<file path="src/hw/rtl/dcmf_pkg.sv">
// Shared constants, payload structs and helpers for the dark channel minimum filter.
// Used by every module under hw/rtl; depends on nothing else.
`timescale 1ns / 1ps

package dcmf_pkg;

   // Window geometry
   localparam int WINDOW      = 11;
   localparam int HALF        = WINDOW / 2;
   localparam int SPAN        = 2 * HALF + 1;
   localparam int LINES       = 2 * HALF;

   // Image geometry
   localparam int MAX_WIDTH   = 2048;
   localparam int COL_BITS    = $clog2(MAX_WIDTH);
   localparam int WIDTH_BITS  = COL_BITS + 1;
   localparam int MAX_HEIGHT  = 4096;
   localparam int ROW_BITS    = 12;
   localparam int HEIGHT_BITS = 13;
   localparam int OUT_COL_BITS = 11;
   localparam int PIX_BITS    = 8;

   localparam int RESET_WIDTH  = 640;
   localparam int RESET_HEIGHT = 480;

   // Minimum tree over one column of the window
   localparam int TREE_LEVELS = $clog2(SPAN);
   localparam int TREE_LEAVES = 2 ** TREE_LEVELS;

   // Configuration port
   localparam int CSR_INDEX_BITS  = 4;
   localparam int CSR_DATA_BITS   = 13;
   localparam int CSR_WIDTH_BITS  = 12;
   localparam int CSR_HEIGHT_BITS = 13;
   localparam logic [CSR_INDEX_BITS-1:0] CSR_IMAGE_WIDTH  = 4'd0;
   localparam logic [CSR_INDEX_BITS-1:0] CSR_IMAGE_HEIGHT = 4'd1;

   typedef logic [PIX_BITS-1:0] pixel_type;

   typedef struct packed {
      pixel_type blue;
      pixel_type green;
      pixel_type red;
   } req_type;

   typedef struct packed {
      logic [ROW_BITS-1:0]     out_row;
      logic [OUT_COL_BITS-1:0] out_col;
      pixel_type               dark_value;
      logic                    last_of_run;
   } rsp_type;

   // One line store word: the dark values of one column over the previous rows
   typedef logic [LINES-1:0][PIX_BITS-1:0] line_word_type;

   typedef struct packed {
      logic                rd_en;
      logic [COL_BITS-1:0] rd_addr;
      logic                wr_en;
      logic [COL_BITS-1:0] wr_addr;
   } ls_ctrl_type;

   function automatic pixel_type min8(input pixel_type a, input pixel_type b);
      min8 = (a < b) ? a : b;
   endfunction

endpackage

</file>
<file path="src/hw/rtl/dcmf_cell.sv">
// One cell of the horizontal minimum chain: holds the minimum of a suffix of columns.
// Depends on dcmf_pkg.
`timescale 1ns / 1ps

module dcmf_cell (
   input  logic                clock,
   input  logic                shift_en,
   input  dcmf_pkg::pixel_type push_value,
   input  dcmf_pkg::pixel_type prev_min,
   output dcmf_pkg::pixel_type cell_min
);

   dcmf_pkg::pixel_type min_ff;
   dcmf_pkg::pixel_type min_in;

   // take the neighbour's suffix minimum extended by the new column
   assign min_in = dcmf_pkg::min8(prev_min, push_value);

   always_ff @(posedge clock) begin
      if (shift_en) begin
         min_ff <= min_in;
      end
   end

   assign cell_min = min_ff;

endmodule

</file>
<file path="src/hw/rtl/dcmf_cell_chain.sv">
// Row of SPAN minimum cells; the last cell holds the minimum over the last SPAN columns.
// Depends on dcmf_pkg and dcmf_cell.
`timescale 1ns / 1ps

module dcmf_cell_chain (
   input  logic                clock,
   input  logic                shift_en,
   input  dcmf_pkg::pixel_type push_value,
   output dcmf_pkg::pixel_type window_min
);

   dcmf_pkg::pixel_type link [dcmf_pkg::SPAN+1];

   // first cell sees no older column
   assign link[0] = '1;

   for (genvar i = 0; i < dcmf_pkg::SPAN; i++) begin : g_cell
      dcmf_cell u_cell (
         .clock      (clock),
         .shift_en   (shift_en),
         .push_value (push_value),
         .prev_min   (link[i]),
         .cell_min   (link[i+1])
      );
   end

   assign window_min = link[dcmf_pkg::SPAN];

endmodule

</file>
<file path="config.mk">
export PLATFORM = sky130hd
export DESIGN_NAME = dcmf_cell_chain
export DESIGN_NICKNAME = d
export VERILOG_FILES = /design/src/hw/rtl/dcmf_pkg.sv /design/src/hw/rtl/dcmf_cell.sv /design/src/hw/rtl/dcmf_cell_chain.sv
export SDC_FILE = /design/constraint.sdc
export NUM_CORES = 1
export LEC_CHECK = 0
export ABC_CLOCK_PERIOD_IN_PS = 6400
export BUFFER_PORTS_ARGS = -buffer_cell sky130_fd_sc_hd__buf_2
export CAP_MARGIN = 5
export CORE_MARGIN = 5
export CORE_UTILIZATION = 48
export CTS_BUF_LIST = sky130_fd_sc_hd__clkbuf_4 sky130_fd_sc_hd__clkbuf_8 sky130_fd_sc_hd__clkbuf_16
export DETAILED_ROUTE_END_ITERATION = 10
export PLACE_DENSITY_LB_ADDON = 0.15
export SYNTH_ARGS = -nofsm -noshare
export SYNTH_HDL_FRONTEND = slang
export SYNTH_SLANG_ARGS = --single-unit
export TNS_END_PERCENT = 30
</file>
<file path="constraint.sdc">
create_clock -name clock -period 6.4 [get_ports clock]
set_input_delay 0.32 -clock clock [delete_from_list [all_inputs] [get_ports clock]]
set_output_delay 0.32 -clock clock [all_outputs]
set_load 0.02 [all_outputs]
</file>
==> results of run 1 <==
## kinds of logic after synthesis
logic type	share of synthesized area, %
DFF	50.7
muxes	17.3
adders and majority gates	16.8
AOI/OAI and AO/OA	10.2
and+or+nand+nor	3.12
buffers and inverters	1.90
## layout make-up
class / count / area (sq um)
clock buffer: 10 / 131
clock inverter: 2 / 35.0
fill: 935 / 5140
inverter: 17 / 63.8
multi-input combinational: 240 / 2470
sequential: 88 / 2640
tap: 140 / 175
timing repair buffer: 17 / 87.6
## worst max-delay path, delay by kind of cell
kind	cells	cell delay (ns)
AO/OA/AOI/OAI	2	0.97
adder cells (fa/ha/maj)	1	0.30
buffers and inverters	2	0.47
multiplexers	1	0.40
## cell usage after synthesis, drive strengths merged
master / number / area [sq um]
a2111o: 10 / 113
inv: 17 / 63.8
a211oi: 20 / 268
o21ai: 20 / 100
ha: 70 / 876
mux2: 80 / 901
nand2b: 10 / 62.6
a21oi: 10 / 50.1
nand4: 10 / 62.6
buf: 1 / 5.00
nor2: 10 / 37.5
clkbuf: 8 / 30.0
edfxtp: 88 / 2640
## through the flow
| stage | cell area [sq um] | util (%) | std cells | power [mW] |
|---|---|---|---|---|
| global placement | 5440 | 50.6 | 502 | 1.13 |
| detailed placement | 5440 | 50.6 | 502 | 1.15 |
| finish | 5610 | 52.2 | 514 | 1.49 |
| floorplan | 5210 | - | 354 | 1.05 |
| CTS | 5610 | 52.2 | 514 | 1.51 |
| global route | 5610 | 52.2 | 514 | 1.58 |
## metal layers
layer / share of wire (%) / vias to the layer above / wire, microns
li1: - / 1437 / -
met1: 43 / 1452 / 3840
met2: 53 / 32 / 4760
met3: 2.7 / 10 / 238
met4: 1.2 / 0 / 111
met5: 0 / - / 0
## final timing paths
| kind | start | end | depth (start not counted) |
|---|---|---|---|
| min reg2reg | g_cell[4].u_cell.cell_min[0] | g_cell[5].u_cell.cell_min[0] | 1 |
| max | push_value[1] | g_cell[1].u_cell.cell_min[1] | 6 |
| min | push_value[1] | g_cell[0].u_cell.cell_min[1] | 1 |
| max reg2reg | g_cell[0].u_cell.cell_min[1] | g_cell[1].u_cell.cell_min[1] | 4 |
## power breakdown
| group | total [mW] | switching, mW | leakage (nW) | internal (mW) |
|---|---|---|---|---|
| sequential | 0.768 | 0.0336 | 0.861 | 0.734 |
| combinational | 0.359 | 0.176 | 1.17 | 0.183 |
| clock | 0.363 | 0.187 | 0.0874 | 0.176 |
| total | 1.49 | 0.397 | 2.12 | 1.09 |
==> results.json, run 1 <==
{
  "areaGrowthSynthToFinish_pct": 7.56,
  "vias": 2931,
  "grt_use_met1_pct": 17.2,
  "antennaDiodeCount": 0,
  "setup.worst_path.class": "in -> reg",
  "leakagePower_nw": 2.12,
  "yosys_warnings": 0,
  "wl_per_cell_microns": 17.4,
  "finClkSkew_ns": 0.0117,
  "fin_setup_tns_ns": 0,
  "viasPerCell": 5.70,
  "gr-usage-met2_pct": 27.7,
  "start_kind": "input port",
  "grt_use_met3_pct": 3.07,
  "seq_area_frac_synth_pct": 50.7,
  "max_freq_mhz": 424,
  "endpoint_kind": "flip-flop",
  "core-area_sq_um": 10700,
  "synthesis.nets": 434,
  "slew_viol_final": 0,
  "syn_area_per_cell_sq_um": 14.7,
  "outcome": "completed",
  "worstHoldPathType": "in -> reg",
  "cts_setup_buffers": 0,
  "io_buffers": 17,
  "first_pass_iters": 4,
  "synth_seq_cells": 88,
  "hpwl_microns": 6700,
  "final_cell_mix": "edfxtp_1 (88), mux2_2 (73), ha_1 (70)",
  "fp.dieArea_sq_um": 13000,
  "crit_chain": "buf_2 > inv_1 > ha_1 > a2111o_1 > a211oi_2 > mux2_2",
  "totalWireLength_microns": 8950,
  "fin_crit_sh_pct": 36.8,
  "clockBufferDepth": 2,
  "critPathMaxStageDelay_ns": 0.59,
  "holdWs_ns": 0.305,
  "final_nets": 453,
  "antenna_found_initial": 0,
  "worstMarginPinSlew_ns": 1.14,
  "initial_core_util_pct": 48.5,
  "root_buffer": "clkbuf_8",
  "post-route-min-period_ns": 2.36,
  "critPathRequiredTime_ns": 6.51,
  "grt_max_degree": 89,
  "ir_drop_uv": 132,
  "clkTransAtPathRegs_ns": 0.07,
  "crit_arrival_ns": 2.46,
  "remaining_drc_errors": 0,
  "pin_count": 18,
  "pre_cts_slack_ns": 3.64,
  "cts_tree": "yes",
  "layout_commonest_cell": "edfxtp_1",
  "largest_register_ffs": 88,
  "die_w_microns": 114,
  "grt_first_pass_wirelength_microns": 15100,
  "grt_remaining_overflow": 0,
  "gp_congestion": 0.731,
  "p_per_area_nw_per_um2": 266,
  "first_iter_violations": 139,
  "max_slew_margin_pct": 23.7,
  "die_h_microns": 114,
  "num_rows": 38,
  "antenna_left": 0,
  "synth_cells": 354,
  "h-tree-depth": 3,
  "busiest_layer": "met2",
  "layout_setup_ws_ns": 4.04,
  "numCtsBuffers": 9,
  "maxCapViolCount": 0,
  "ys_types": 16,
  "rsz0062_at_grt": "no",
  "clock_sinks": 88,
  "path_max_fanout": 12,
  "cts.repair.resized": 0,
  "setup_viol": 0,
  "r2r_slack_ns": 4.10,
  "ctsHoldBuffers": 0,
  "grt_pass1_vias": 3108,
  "hold_violations": 0,
  "worst_path_max_delay_cell": "a211oi_2",
  "grt.total_usage_pct": 15.0,
  "clock_latency_ns": 0.36,
  "drive_gt1_share_pct": 29.9,
  "syn_area_sq_um": 5210
}
No activity file was read; power rests on OpenSTA's default activity.
==> inputs of run 2 (changes only) <==
Settings changed: ABC_CLOCK_PERIOD_IN_PS 6400 to 1900.
Clock period 6.4 ns to 1.9 ns, I/O delays scaled along.
==> run 2 against run 1 <==
The run now ends with setup timing left. Power grew to 3.7 times the previous value. Clock power grew to 3.6 times the previous value. Hold slack lost 0.20 ns. Register-to-register slack lost 4.3 ns. Routed wire length grew 9.1%. Final area grew 11%. Flip-flop and latch count is the same. First-iteration DRC count shrank 23%. Die area is the same. Sequential power grew to 3.4 times the previous value. Largest power group unchanged.
==> results.json, run 2 (same netlist as run 1, synthesis figures left out) <==
{
  "numCtsBuffers": 9,
  "layout_commonest_cell": "edfxtp_1",
  "p_per_area_nw_per_um2": 881,
  "share_comb_of_total_power_pct": 29.5,
  "drive_gt1_share_pct": 39.0,
  "cts_tree": "yes",
  "first_pass_iters": 4,
  "areaGrowthSynthToFinish_pct": 19.8,
  "p_clk_share_pct": 23.4,
  "holdWs_ns": 0.106,
  "worst_path_max_delay_cell": "a2111o_1",
  "crit_arrival_ns": 2.25,
  "vias": 3165,
  "layout_setup_ws_ns": -0.226,
  "ir_drop_uv": 378,
  "num_rows": 38,
  "hpwl_microns": 7450,
  "critPathRequiredTime_ns": 2.02,
  "p_seq_share_pct": 47.1,
  "path_buf_inv": 1,
  "viasPerCell": 5.62,
  "die_w_microns": 114,
  "crit_family": "compound AO/OA/AOI/OAI gates",
  "leakagePower_nw": 2.57,
  "antennaDiodeCount": 0,
  "gp_congestion": 0.730,
  "die_h_microns": 114,
  "p_int_mw": 4.00,
  "largest_register_ffs": 88,
  "post_dp_cell_area_sq_um": 5840,
  "max_freq_mhz": 470,
  "clock_latency_ns": 0.36,
  "core-area_sq_um": 10700,
  "critPathMaxStageDelay_ns": 0.46,
  "rsz0062_at_grt": "yes",
  "start_kind": "flip-flop",
  "setup_viol": 80,
  "worstMarginPinSlew_ns": 0.374,
  "p_sw_share_pct": 27.3,
  "grt_first_pass_wirelength_microns": 15900,
  "antenna_found_initial": 0,
  "final_cell_mix": "edfxtp_1 (88), ha_1 (70), mux2_4 (43)",
  "remaining_drc_errors": 0,
  "finClkSkew_ns": 0.00716,
  "fin_crit_sh_pct": 112,
  "clockBufferDepth": 2,
  "worstHoldPathType": "in -> reg",
  "grt_pass1_vias": 3408,
  "finalInstanceArea_sq_um": 6240,
  "final_nets": 499,
  "setup.worst_path.class": "reg -> reg",
  "clkTransAtPathRegs_ns": 0.09,
  "h-tree-depth": 3,
  "pin_count": 18,
  "crit_chain": "ha_1 > a2111o_1 > a211oi_4 > buf_6 > mux2_4",
  "io_buffers": 17,
  "fin_setup_tns_ns": -13.36,
  "fp.dieArea_sq_um": 13000,
  "endpoint_kind": "flip-flop",
  "clock_sinks": 88,
  "initial_core_util_pct": 48.5,
  "max_slew_margin_pct": 75.1,
  "fin_util_pct": 58.1,
  "outcome": "finished, violations left",
  "grt_max_degree": 42,
  "failed_checks": "setup timing",
  "totalWireLength_microns": 9770,
  "post-route-min-period_ns": 2.13,
  "hold_violations": 0,
  "antenna_left": 0,
  "maxCapViolCount": 0,
  "grt_remaining_overflow": 0,
  "wl_per_cell_microns": 17.4,
  "grt.total_usage_pct": 15.7,
  "first_iter_violations": 107,
  "slew_viol_final": 0,
  "p_sw_mw": 1.50,
  "root_buffer": "clkbuf_8",
  "path_max_fanout": 4
}
==> run 2: cell count changes in the layout (fill, tap and decap cells not counted), moves of 2 or more <==
cell and delta:
inv_1 -4, o21ai_0 -2, mux2_2 -43, clkinvlp_4 +3, buf_6 +13, buf_4 +29, mux2_4 +43, inv_2 +3
o21ai_1 +2, buf_12 +4
==> run 2: worst paths after layout <==
path	slack, ns	startpoint	cells after the start	to
hold reg to reg	0.58	g_cell[1].u_cell.cell_min[0]	1	g_cell[2].u_cell.cell_min[0]
setup reg to reg	-0.23	g_cell[2].u_cell.cell_min[1]	5	g_cell[3].u_cell.cell_min[6]
hold / removal	0.11	push_value[4]	2	g_cell[0].u_cell.cell_min[4]
setup / recovery	-0.23	g_cell[2].u_cell.cell_min[1]	5	g_cell[3].u_cell.cell_min[6]
==> run 2: timing repair <==
| action | 4_1_cts | 5_1_grt |
|---|---|---|
| pin swaps | 1 | 3 |
| resized for setup | 9 | 46 |
| endpoints found under the setup margin | 80 | 80 |
| hold buffers | 0 | 0 |
| buffers inserted | 0 | 2 |
==> run 2: power groups by stage <==
stage / sequential, mW / clock, mW / combinational, mW
after floorplan: 2.62 / 0 / 0.952
after global placement: 2.62 / 0 / 1.41
after detailed placement: 2.63 / 0 / 1.46
after CTS: 2.59 / 1.32 / 1.49
after global routing: 2.62 / 1.41 / 1.78
final: 2.59 / 1.29 / 1.62
==> run 2: area by class of cell <==
type,instances,area [sq um]
Clock inverter,6,61.3
Clock buffer,9,124
Inverter,17,66.3
Sequential cell,88,2640
Fill cell,913,4500
Multi-Input combinational cell,240,2640
Tap cell,140,175
Timing Repair Buffer,63,532
==> run 2: worst reg2reg max path, cell delays in order (launching register included) <==
cell and delay (ns):
edfxtp_1 0.40, ha_1 0.31, a2111o_1 0.46, a211oi_4 0.26, buf_6 0.16, mux2_4 0.30
==> run 2: metrics by stage <==
stage          total power [mW]  std cells  setup WS [ns]
2_1_floorplan              3.57        354         -0.162
3_3_place_gp               4.03        546         -0.179
3_5_place_dp               4.09        546         -0.189
4_1_cts                    5.41        561         -0.202
5_1_grt                    5.81        563         -0.284
6_report                   5.50        563         -0.226
==> run 2: per-layer routing <==
| layer | track usage (%) | vias up | wire length (microns) |
|---|---|---|---|
| met5 | 0 | - | 0 |
| met1 | 17.6 | 1589 | 3960 |
| met2 | 29.4 | 37 | 5430 |
| met3 | 2.91 | 12 | 245 |
| met4 | 5.62 | 0 | 141 |
| li1 | - | 1527 | - |
==> inputs of run 3 (changes only) <==
Settings changed: ABC_AREA set to 1.
==> run 3 against run 2 <==
The flow now finishes without violations. Synthesized area up 7.3%. Power up 18%. Clock power up 39%. Count of clock-buffer cells in the layout unchanged. Die area up 6.7%. Sequential share of layout area down 0.87 points. Clock skew up 0.0011 ns. Final cell count up 42%. Critical path type is now in -> reg. Critical endpoint is now g_cell[7].u_cell.cell_min[0].
==> results.json, run 3 <==
{
  "antenna_left": 0,
  "p_sw_share_pct": 32.5,
  "hold_depth": 1,
  "seq_area_frac_synth_pct": 47.2,
  "areaGrowthSynthToFinish_pct": 14.0,
  "slew_viol_final": 0,
  "grt_remaining_overflow": 0,
  "root_buffer": "clkbuf_16",
  "post-route-min-period_ns": 1.79,
  "final_nets": 731,
  "viasPerCell": 5.21,
  "io_buffers": 17,
  "totalWireLength_microns": 12700,
  "maxCapViolCount": 0,
  "crit_arrival_ns": 1.90,
  "rr_endpoint": "g_cell[3].u_cell.cell_min[4]",
  "share_comb_of_total_power_pct": 29.4,
  "leakagePower_nw": 3.16,
  "r2r_slack_ns": 0.13,
  "syn_area_per_cell_sq_um": 9.16,
  "endpoint_kind": "flip-flop",
  "p_clk_share_pct": 27.6,
  "worstHoldPathType": "in -> reg",
  "finalInstanceArea_sq_um": 6380,
  "min_from": "shift_en",
  "die_w_microns": 118,
  "antenna_found_initial": 0,
  "critPathMaxStageDelay_ns": 0.50,
  "layout_commonest_cell": "nand2_1",
  "first_iter_violations": 203,
  "gr-usage-met2_pct": 31.6,
  "max_freq_mhz": 557,
  "p_sw_mw": 2.11,
  "gp_congestion": 0.867,
  "start_kind": "input port",
  "grt.total_usage_pct": 18.9,
  "synth_seq_cells": 88,
  "synth_commonest_cells": "nand2_1 (247), edfxtp_1 (88), nand3_1 (80)",
  "largest_register_ffs": 88,
  "num_rows": 39,
  "rsz0062_at_grt": "yes",
  "setup_viol": 0,
  "p_per_area_nw_per_um2": 1020,
  "grt_use_met1_pct": 24.4,
  "synth_top_area_cell": "edfxtp_1",
  "clkTransAtPathRegs_ns": 0.06,
  "setup.worst_path.class": "in -> reg",
  "pin_count": 18,
  "clock_sinks": 88,
  "h-tree-depth": 3,
  "final_cell_mix": "nand2_1 (247), edfxtp_1 (88), nand3_1 (80)",
  "multiInputGateArea_sq_um": 2750,
  "critPathRequiredTime_ns": 2.01,
  "crit_family": "simple AND/OR/NAND/NOR gates",
  "initial_core_util_pct": 49.0,
  "hold_path_end": "g_cell[3].u_cell.cell_min[5]",
  "numCtsBuffers": 9,
  "synth_area_leaders": "edfxtp_1 (47%), nand2_1 (17%), ha_1 (16%)",
  "fp.dieArea_sq_um": 13900,
  "drive_gt1_share_pct": 16.2,
  "fin_crit_sh_pct": 94.5,
  "path_buf_inv": 2,
  "post_dp_cell_area_sq_um": 6000,
  "synthesis.nets": 691,
  "grt_pass1_vias": 4120,
  "worstMarginPinSlew_ns": 0.689,
  "cts_tree": "yes",
  "r2r_start": "g_cell[2].u_cell.cell_min[7]",
  "ys_types": 16,
  "yosys_warnings": 0,
  "path_max_fanout": 10,
  "grt_max_degree": 48,
  "async_flop_share_pct": 0,
  "worst_path_max_delay_cell": "inv_1",
  "crit_chain": "buf_2 > inv_1 > ha_1 > a21oi_2 > nor2_1 > nor3_4 > nand2_4 > nand2_1 > nand2_1",
  "wl_per_cell_microns": 15.9,
  "vias": 4158,
  "hold_violations": 0,
  "ff_latch_area_sq_um": 2640,
  "finClkSkew_ns": 0.00823,
  "rr_worst_depth": 6,
  "synth_edf_count": 88,
  "busiest_layer": "met2",
  "synth.most_common_cell": "nand2_1",
  "crit_top_cell": "nand2_1",
  "p_int_mw": 4.37,
  "remaining_drc_errors": 0,
  "core-area_sq_um": 11400,
  "clock_latency_ns": 0.35,
  "clockBufferDepth": 2,
  "die_h_microns": 118,
  "first_pass_iters": 5,
  "hpwl_microns": 8480,
  "syn_area_sq_um": 5590,
  "ir_drop_uv": 558,
  "outcome": "completed",
  "antennaDiodeCount": 0,
  "grt_first_pass_wirelength_microns": 20600,
  "max_slew_margin_pct": 54.0,
  "p_seq_share_pct": 43.0,
  "grt_use_met3_pct": 2.74,
  "synth_flop_cell": "edfxtp_1",
  "fill_cells": 1006,
  "synth_cells": 611,
  "holdWs_ns": 0.156,
  "synth_top_area_share_pct": 47.2
}
==> run 3: changes by cell type in the layout (fill, tap and decap cells not counted), sizes merged, moves of 13 or more <==
cell	change
nand3	+80
mux2	-80
nand2	+267
o21ai	-20
a211oi	-20
inv	+28
a21oi	+13
buf	-22
==> run 3: logic make-up (layout without fill, tap and decap cells) <==
group,Yosys count,in the layout,synth area share [%]
and+or+nand+nor,371,371,30.8
DFF,88,88,47.2
adders and majority gates,70,70,15.7
buffers and inverters,56,100,3.89
AOI/OAI and AO/OA,26,26,2.46
==> run 3: worst max path at each step <==
stage	start	endpoint	slack [ns]	cells past startpoint
finish	push_value[5]	g_cell[7].u_cell.cell_min[0]	0.11	9
global route	push_value[5]	g_cell[7].u_cell.cell_min[0]	-0.01	9
detailed placement	push_value[5]	g_cell[7].u_cell.cell_min[4]	-0.26	9
CTS	g_cell[1].u_cell.cell_min[5]	g_cell[2].u_cell.cell_min[0]	0.08	7
global placement	push_value[5]	g_cell[2].u_cell.cell_min[0]	-0.18	9
floorplan	push_value[5]	g_cell[2].u_cell.cell_min[1]	0.05	9
==> run 3: metal layers <==
layer	up-vias	wire length, microns
li1	2145	-
met1	1931	5700
met2	66	6200
met3	16	507
met4	0	257
met5	-	0
==> run 3: final cells by class <==
cell class / instances / area share, %
Clock buffer: 9 / 3.53
Inverter: 44 / 2.59
Timing Repair Buffer: 41 / 5.38
Multi-Input combinational cell: 467 / 43.2
Tap cell: 143 / 2.81
Clock inverter: 6 / 1.10
Sequential cell: 88 / 41.4
==> run 3: per-stage QoR <==
stage	power [mW]	setup TNS [ns]	setup slack, ns	util (%)	cells
5_1_grt	6.92	-0.00953	-0.00953	55.8	798
3_5_place_dp	4.66	-11.22	-0.262	52.5	776
6_report	6.48	0	0.105	55.8	798
2_1_floorplan	4.15	0	0.0525	-	611
4_1_cts	6.46	0	0.0837	55.1	791
3_3_place_gp	4.60	-6.87	-0.175	52.5	776
==> run 3: timing repair <==
action,in CTS,in global routing
hold buffers,0,0
resized for setup,0,3
setup endpoints to repair,0,33
buffers inserted,0,7
==> run 3: power by group through the flow <==
stage / logic (mW) / registers, mW / clock network (mW)
floorplan: 1.35 / 2.80 / 0
global placement: 1.77 / 2.82 / 0
detailed placement: 1.84 / 2.82 / 0
CTS: 1.85 / 2.78 / 1.82
global route: 2.19 / 2.82 / 1.90
finish: 1.91 / 2.79 / 1.79
